### src/sv/mfq_pkg.sv
// Shared types and constants for the message FIFO with rollback.
// Used by mfq_ctrl, mfq_datapath and message_fifo_with_rollback.
package mfq_pkg;

  // Field and register widths fixed by the interface
  localparam int CNT_W      = 5;   // slot count, occupancy, free slots
  localparam int LEN_W      = 7;   // message length, slot_bytes register
  localparam int ID_W       = 32;  // message id
  localparam int BYTE_W     = 8;
  localparam int CFG_IDX_W  = 2;
  localparam int CFG_DATA_W = 7;

  // Configuration register indexes
  localparam logic [CFG_IDX_W-1:0] REG_SLOT_COUNT = 2'd0;
  localparam logic [CFG_IDX_W-1:0] REG_SLOT_BYTES = 2'd1;

  typedef enum logic [1:0] {
    CMD_ENQUEUE = 2'd0,
    CMD_POP     = 2'd1,
    CMD_PEEK    = 2'd2,
    CMD_DROP    = 2'd3
  } cmd_e;

  typedef enum logic [1:0] {
    ST_OK       = 2'd0,
    ST_FULL     = 2'd1,
    ST_TOO_LONG = 2'd2,
    ST_EMPTY    = 2'd3
  } status_e;

  // Which result the datapath loads into the output register
  typedef enum logic [2:0] {
    LD_NONE  = 3'd0,
    LD_ENQ   = 3'd1,
    LD_EMPTY = 3'd2,
    LD_DROP  = 3'd3,
    LD_BYTE  = 3'd4
  } ld_e;

  typedef enum logic [1:0] {
    S_IDLE = 2'd0,
    S_DROP = 2'd1,
    S_EMIT = 2'd2
  } fsm_e;

  typedef struct packed {
    cmd_e              command;
    logic [BYTE_W-1:0] data_byte;
    logic              last_byte;
  } in_item_t;

  typedef struct packed {
    status_e           status;
    logic [ID_W-1:0]   message_id;
    logic [BYTE_W-1:0] payload_byte;
    logic              is_payload;
    logic              last_result;
    logic [CNT_W-1:0]  free_slots;
  } out_item_t;

  // Controller to datapath
  typedef struct packed {
    logic enq;        // enqueue byte accepted
    logic op;         // pop, peek or drop accepted
    ld_e  ld;         // output register load
    logic next_byte;  // advance the byte index of the message being sent
  } dp_cmd_t;

  // Datapath to controller
  typedef struct packed {
    logic ring_empty;
    logic byte_last;
  } dp_stat_t;

endpackage

### src/sv/mfq_ctrl.sv
// Controller of the message FIFO: handshakes, output valid, command sequencing.
// Commands mfq_datapath through dp_cmd_t; uses mfq_pkg.
module mfq_ctrl import mfq_pkg::*; (
  input  logic     clk_i,
  input  logic     rst_ni,
  input  logic     in_valid_i,
  output logic     in_ready_o,
  input  in_item_t in_item_i,
  output logic     out_valid_o,
  input  logic     out_ready_i,
  input  dp_stat_t stat_i,
  output dp_cmd_t  cmd_o
);

  fsm_e state_q, state_d;
  logic out_valid_q, out_valid_d;
  logic out_free;

  // Output register can take a result this cycle
  assign out_free = !out_valid_q || out_ready_i;

  always_ff @(posedge clk_i or negedge rst_ni) begin
    if (!rst_ni) begin
      state_q     <= S_IDLE;
      out_valid_q <= 1'b0;
    end else begin
      state_q     <= state_d;
      out_valid_q <= out_valid_d;
    end
  end

  // Next state and datapath commands
  always_comb begin
    state_d         = state_q;
    in_ready_o      = 1'b0;
    cmd_o.enq       = 1'b0;
    cmd_o.op        = 1'b0;
    cmd_o.ld        = LD_NONE;
    cmd_o.next_byte = 1'b0;
    case (state_q)
      S_IDLE: begin
        in_ready_o = out_free;
        if (in_valid_i && out_free) begin
          if (in_item_i.command == CMD_ENQUEUE) begin
            cmd_o.enq = 1'b1;
            if (in_item_i.last_byte) begin
              cmd_o.ld = LD_ENQ;
            end
          end else begin
            cmd_o.op = 1'b1;
            if (stat_i.ring_empty) begin
              cmd_o.ld = LD_EMPTY;
            end else if (in_item_i.command == CMD_DROP) begin
              state_d = S_DROP;
            end else begin
              state_d = S_EMIT;
            end
          end
        end
      end
      S_DROP: begin
        if (out_free) begin
          cmd_o.ld = LD_DROP;
          state_d  = S_IDLE;
        end
      end
      S_EMIT: begin
        if (out_free) begin
          cmd_o.ld        = LD_BYTE;
          cmd_o.next_byte = 1'b1;
          if (stat_i.byte_last) begin
            state_d = S_IDLE;
          end
        end
      end
      default: begin
        state_d = S_IDLE;
      end
    endcase
  end

  // Output valid: set on load, cleared when the transaction completes
  always_comb begin
    if (cmd_o.ld != LD_NONE) begin
      out_valid_d = 1'b1;
    end else if (out_ready_i) begin
      out_valid_d = 1'b0;
    end else begin
      out_valid_d = out_valid_q;
    end
  end

  assign out_valid_o = out_valid_q;

  // Checks
  a_busy_no_input: assert property (@(posedge clk_i) disable iff (!rst_ni)
    state_q != S_IDLE |-> !in_ready_o)
    else $error("input taken while a message is in flight");

  a_pop_starts_emit: assert property (@(posedge clk_i) disable iff (!rst_ni)
    cmd_o.op && !stat_i.ring_empty &&
    (in_item_i.command == CMD_POP || in_item_i.command == CMD_PEEK) |=> state_q == S_EMIT)
    else $error("pop or peek did not start sending");

  a_load_free: assert property (@(posedge clk_i) disable iff (!rst_ni)
    cmd_o.ld != LD_NONE |-> out_free)
    else $error("output register overwritten");

endmodule

### config.mk
export PLATFORM = sky130hd
export DESIGN_NAME = mfq_ctrl
export DESIGN_NICKNAME = d
export VERILOG_FILES = /design/src/sv/mfq_pkg.sv /design/src/sv/mfq_ctrl.sv
export SDC_FILE = /design/constraint.sdc
export NUM_CORES = 1
export LEC_CHECK = 0
export BUFFER_PORTS_ARGS = -buffer_cell sky130_fd_sc_hd__buf_2
export CORE_AREA = 2 2 39 41
export CTS_CLUSTER_SIZE = 25
export DETAILED_ROUTE_END_ITERATION = 10
export DIE_AREA = 0 0 41 43
export SLEW_MARGIN = 20
export SYNTH_ARGS = -nofsm -noshare
export SYNTH_HDL_FRONTEND = slang
export SYNTH_SLANG_ARGS = --single-unit
export TNS_END_PERCENT = 50
### constraint.sdc
create_clock -name clk_i -period 1 [get_ports clk_i]
set_clock_uncertainty 0.1 [all_clocks]
set_input_delay 0.1 -clock clk_i [delete_from_list [all_inputs] [get_ports clk_i]]
set_output_delay 0.1 -clock clk_i [all_outputs]
set_load 0.02 [all_outputs]
==> results.md, run 1 <==
* Final period utilization at 1.43
* Post-synth EDFFs at 0
* Synthesized flop and latch total at 3
* Slew margin rel. at 0.808
* XOR/XNOR Fraction of Synth Area at 0.0355
* Area Overhead vs Synth at 124%
* Initial antenna violation count at 0
* Max Cap Viol at 0
* Multiplexer area fraction after synthesis at 0
* DRT Pass-1 Iters at 4
* Fin worst setup slack at -427 ps
* Syn avg cell area at 8.50 sq um
* Gr ovfl total at 0
* Fin Hold WS at 40.0 ps
* Placed Area at 449 sq um
* Placer Congestion at 0.687
* Die area at 1760 sq um
* Multi-input logic area at 223 sq um
* RR Startpoint: state_q[1]
* Root buf cell: clkbuf_4
* CP arrival at 1230 ps
* CTS sink cnt at 3
* Iteration-0 DRC Markers at 1
* Starting Density at 0.178
* Fin Setup TNS at -2890 ps
* Final instance area at 552 sq um
* CTS H-tree depth at 1
* Setup Slack @ Placement at -233 ps
* Clock tree from TritonCTS: built
* First-pass GRT wire length at 1260 um
* Slew @ Worst Pin at 288 ps
* Fraction of layout cells with a size suffix above 1 at 0.767
* Number of routed nets with antenna violations at 0
* # setup viols final at 11
* Failing checks: setup timing
* Routed WL at 789 um
* Complex-gate fraction of the synthesized area at 0.152
* Adder-Cell Fraction of Synth Area at 0
* Yosys top cell area share at 0.305
* Core Rows at 14
* Final hold vios at 0
* Syn_nets at 46
* Die Wd at 41 um
* Top FF cell, synth: dfrtp_1
* Crit path capture type: output pin
* Reg clk slew, reported paths at 40 ps
* Most frequent cells in the layout: 13 x buf_4, 9 x buf_2, 4 x buf_6
* Async SR Flop Fraction at 1.00
* Yosys top cell by area: dfrtp_1
* Worst-Skew Late Latency at 230 ps
* Outcome: complete, but fails checks
* Vias in the first global route at 327
* Cells on worst reg2reg path at 4
* Commonest non-fill, non-tap cell in the layout: buf_4
* Vias post-DR at 325
* FF/Latch Area at 77.6 sq um
* F_max at 701 MHz
* Synth unique cells at 17
* Crit Path Category: register to output pin
* Largest net degree at the start of global routing at 7
* RSZ-0062 raised after global routing: yes
* HPWL after detailed placement at 612 um
* Die height at 43 um
* Ant diodes at 0
* Ys Warns at 0
* Port bufs at 16
* Crit path from: out_valid_o
* Nets at 78
* Largest family of logic cells by synthesized area: simple AND/OR/NAND/NOR gates
* Worst vdd ir at 0.801 mV
* FF-to-FF End: state_q[1]
* Max Buffers Root-to-Sink at 2
* Top post-synthesis cells by area: dfrtp_1 30%, nor2_1 9.1%, nand4_4 8.6%, o32ai_1 7.1%, nand2b_4 5.6%
* Slew Limit Fails at 0
* Non-Filler Instances at 76
* Post-synthesis sequential area ratio at 0.305
* Syn Inst Count at 29
* Cell Pwr Density at 1470 nW/um^2
* Flop2flop setup slack at -270 ps
* Post-layout minimum cycle time at 1430 ps
* Crit start category: register
* Tot GR Track Use at 0.109
* Total CTS buffers at 3
* Simple-gate area share of the yosys netlist at 0.477
* Cell Area, Synth at 246 sq um
* Leak pwr at 0.257 nW
* Filler cells at 155
* Worst Path Max Fanout at 5
* Remaining DRCs at 0
* WL/cell at 10.4 um
* Via density at 4.28
* Core Area at 1380 sq um
* Placed cell count at 70
* Pwr Total at 0.811 mW
* Final core occ at 0.399
* Critical path endpoint: cmd_o[2]
* Worst hold path type: input pin to register
* # IOs at 25
* CP required at 800 ps
-- metal layers --
layer  track usage  part of all wire  vias to the layer above
met4        0.0600                 0                        0
met5             0                 0                        -
li1              -                 -                      164
met3        0.0366             0.075                        0
met1         0.109              0.36                      147
met2         0.184              0.57                       14
-- power by group --
group	total, mW	internal (mW)	leakage (nW)	switching [mW]
combinational	0.426	0.217	0.206	0.209
clock	0.210	0.149	0.0150	0.0603
sequential	0.176	0.145	0.0360	0.0304
total	0.811	0.511	0.257	0.300
-- area by class of cell --
| type | instances | share of cell area |
|---|---|---|
| multi-input cells | 24 | 0.404 |
| well taps | 16 | 0.0363 |
| flip-flops and latches | 3 | 0.141 |
| inverters | 2 | 0.0136 |
| repair buffers | 27 | 0.358 |
| clock buffers | 4 | 0.0476 |
-- worst max-delay path, cell delays in order (launching register included) --
cell	delay [ps]
dfrtp_2	420
and2b_4	200
nor2_4	90
a21boi_4	170
buf_6	120
-- kinds of logic after synthesis --
| group | Yosys count |
|---|---|
| and+or+nand+nor | 18 |
| buffers and inverters | 2 |
| xor gates and xnor gates | 1 |
| DFF | 3 |
| AOI/OAI and AO/OA | 5 |
-- repair_timing --
item	4_1_cts	5_1_grt
resized for setup	14	2
buffers inserted	0	1
hold buffers	1	0
pin swaps	2	1
endpoints found under the setup margin	11	11
endpoints found under the hold margin	3	0
-- registers in the layout (all words and copies together) (netlist names) --
name         flops
out_valid_o      1
state_q          2
-- worst min path at each step --
stage | cells past startpoint | start | slack [ps] | to
5_1_grt | 2 | stat_i[1] | 40 | state_q[0]
2_1_floorplan | 0 | rst_ni | -300 | out_valid_o
3_3_place_gp | 1 | rst_ni | -200 | state_q[1]
6_report | 2 | stat_i[1] | 40 | state_q[1]
4_1_cts | 2 | stat_i[1] | 30 | state_q[1]
3_5_place_dp | 1 | rst_ni | -200 | state_q[1]
-- cell usage after synthesis, types with 2 or more instances --
master	instances
nor2_1	6
dfrtp_1	3
a31oi_1	2
inv_2	2
nand2_1	2
nor3_1	2
o32ai_1	2
(Power assumes the default switching activity.)
==> run 2: changes to the inputs <==
--- a/config.mk
+++ b/config.mk
@@ -10,7 +10,7 @@
 export CTS_CLUSTER_SIZE = 25
 export DETAILED_ROUTE_END_ITERATION = 10
 export DIE_AREA = 0 0 41 43
-export SLEW_MARGIN = 20
+export SLEW_MARGIN = 40
 export SYNTH_ARGS = -nofsm -noshare
 export SYNTH_HDL_FRONTEND = slang
 export SYNTH_SLANG_ARGS = --single-unit
==> constraint.sdc (replaced) <==
create_clock -name clk_i -period 1.7 [get_ports clk_i]
set_clock_uncertainty 0.1 [all_clocks]
set_input_delay 0.17 -clock clk_i [delete_from_list [all_inputs] [get_ports clk_i]]
set_output_delay 0.17 -clock clk_i [all_outputs]
set_load 0.02 [all_outputs]
==> run 2 against run 1 <==
  * The run now ends clean
  * Die area did not move
  * Clock power shrank 40%
  * Sequential power is 43% lower
  * Final area decreased by 31%
  * Cell count fell by 13%
  * Via count fell by 13%
  * Register-to-register slack better by 840 ps
  * Total power shrank 53%
  * Global-route usage shrank 2.2 points
  * Worst setup slack better by 560 ps
  * Largest power group unchanged
  * Highest routed layer unchanged
==> results.md, run 2 (same netlist as run 1, synthesis figures left out) <==
* Slew margin rel. at 0.846 (+0.0381)
* Die Wd at 41 um (unchanged)
* Routed WL at 643 um (-19%)
* Root buf cell: clkbuf_4
* HPWL after detailed placement at 506 um (-17%)
* Worst vdd ir at 0.359 mV (-55%)
* # setup viols final at 0 (-11)
* Filler cells at 166 (+7.1%)
* CP arrival at 1290 ps (+60 ps)
* Top delay family on crit path: flip-flops
* Vias post-DR at 283 (-13%)
* First-pass GRT wire length at 1000 um (-21%)
* Max Buffers Root-to-Sink at 2 (unchanged)
* Slew Limit Fails at 0 (unchanged)
* Worst hold path type: input pin to register
* DRT Pass-1 Iters at 4 (unchanged)
* Total CTS buffers at 3 (unchanged)
* Fin Setup TNS at 0 ps (+2890 ps)
* Worst-Skew Late Latency at 230 ps (about the same)
* Fin Hold WS at 76.5 ps (+36.5 ps)
* Critical-path top delay cell: dfrtp_1
* Leak pwr at 0.190 nW (-26%)
* Port bufs at 16 (unchanged)
* CTS sink cnt at 3 (unchanged)
* Largest register FFs at 2 (unchanged)
* Ant diodes at 0 (unchanged)
* Most frequent cells in the layout: 16 x buf_2, 6 x nor2_1, 3 x clkbuf_4, 3 x dfrtp_1
* CTS H-tree depth at 1 (unchanged)
* Clock tree from TritonCTS: built
* Final hold vios at 0 (unchanged)
* Core Rows at 14 (unchanged)
* Crit path capture type: output pin
* Reg clk slew, reported paths at 40 ps (about the same)
* Fraction of layout cells with a size suffix above 1 at 0.520 (-0.247)
* Slowest cell delay on critical path at 400 ps (-20 ps)
* Post-layout minimum cycle time at 1560 ps
* F_max at 640 MHz
* Placer Congestion at 0.672 (-2.3%)
* Die area at 1760 sq um (unchanged)
* Core Area at 1380 sq um (unchanged)
* Gr ovfl total at 0 (unchanged)
* Via density at 4.29 (+0.27%)
* Remaining DRCs at 0 (unchanged)
* Worst Path Max Fanout at 5 (unchanged)
* Crit Path Category: register to output pin
* WL/cell at 9.74 um (-6.2%)
* Tot GR Track Use at 0.0875 (-0.0218)
* Nets at 68 (-13%)
* Crit start category: register
* Number of routed nets with antenna violations at 0 (unchanged)
* Slew @ Worst Pin at 231 ps (-56.8 ps)
* Die height at 43 um (unchanged)
* Setup bufs post-CTS at 0 (unchanged)
* Final period utilization at 0.920
* CP required at 1430 ps (+630 ps)
* Largest net degree at the start of global routing at 8 (+1)
* Cell Pwr Density at 1000 nW/um^2 (-32%)
* Worst path cell trace: and2b_4 -> nor2_1 -> a21boi_1 -> buf_2
* Vias in the first global route at 241 (-26%)
* Iteration-0 DRC Markers at 10 (+9)
* RSZ-0062 raised after global routing: no
* Reg with most FFs: state_q
* # IOs at 25 (unchanged)
* Area Overhead vs Synth at 55.3%
* Outcome: finished, final reports clean
* Commonest non-fill, non-tap cell in the layout: buf_2
* Starting Density at 0.178 (unchanged)
* Initial antenna violation count at 0 (unchanged)
* WP buf/inv at 1 (unchanged)
* Max Cap Viol at 0 (unchanged)
run 2: final timing paths:
path / slack, ps / endpoint / startpoint / depth (start not counted)
hold / removal: 80 / state_q[1] / stat_i[1] / 2
hold reg to reg: 540 / state_q[0] / out_valid_o / 2
setup / recovery: 140 / cmd_o[2] / out_valid_o / 4
min in group asynchronous: 160 / out_valid_o / rst_ni / 2
setup reg to reg: 570 / state_q[0] / out_valid_o / 3
max in group asynchronous: 1240 / state_q[1] / rst_ni / 2
run 2: report_power, final:
group	leakage (nW)	switching, mW	internal [mW]
registers	0.0384	0.0165	0.0834
clock network	0.0150	0.0375	0.0880
logic	0.136	0.0938	0.0647
total	0.190	0.148	0.236
run 2: through the flow:
step                      setup slack (ps)   util  power, mW  area [sq um]  std cells
final                                  137  0.277      0.384           383         66
after floorplan                        247      -      0.205           246         29
after global placement                 391  0.250      0.257           347         61
after global routing                  90.3  0.277      0.423           383         66
after detailed placement               394  0.250      0.258           347         61
after CTS                              134  0.277      0.394           383         66
run 2: metal layers:
layer  GRT usage  routed length (um)  share of wire
met5           0                   0              0
met1       0.117                 299           0.47
met4      0.0200                   0              0
met3      0.0838                 106           0.16
met2       0.100                 237           0.37
run 2: area by class of cell:
cell class	count	area (sq um)	share of cell area
Clock buffer	4	26.3	0.0686
Multi-Input combinational cell	24	164	0.428
Sequential cell	3	75.1	0.196
Tap cell	16	20.0	0.0523
Timing Repair Buffer	17	90.1	0.235
Inverter	2	7.51	0.0196
run 2: repair_timing:
action | 4_1_cts | 5_1_grt
hold buffers | 1 | 0
resized for setup | 0 | 0
hold endpoints to repair | 3 | 0
setup endpoints to repair | 0 | 0
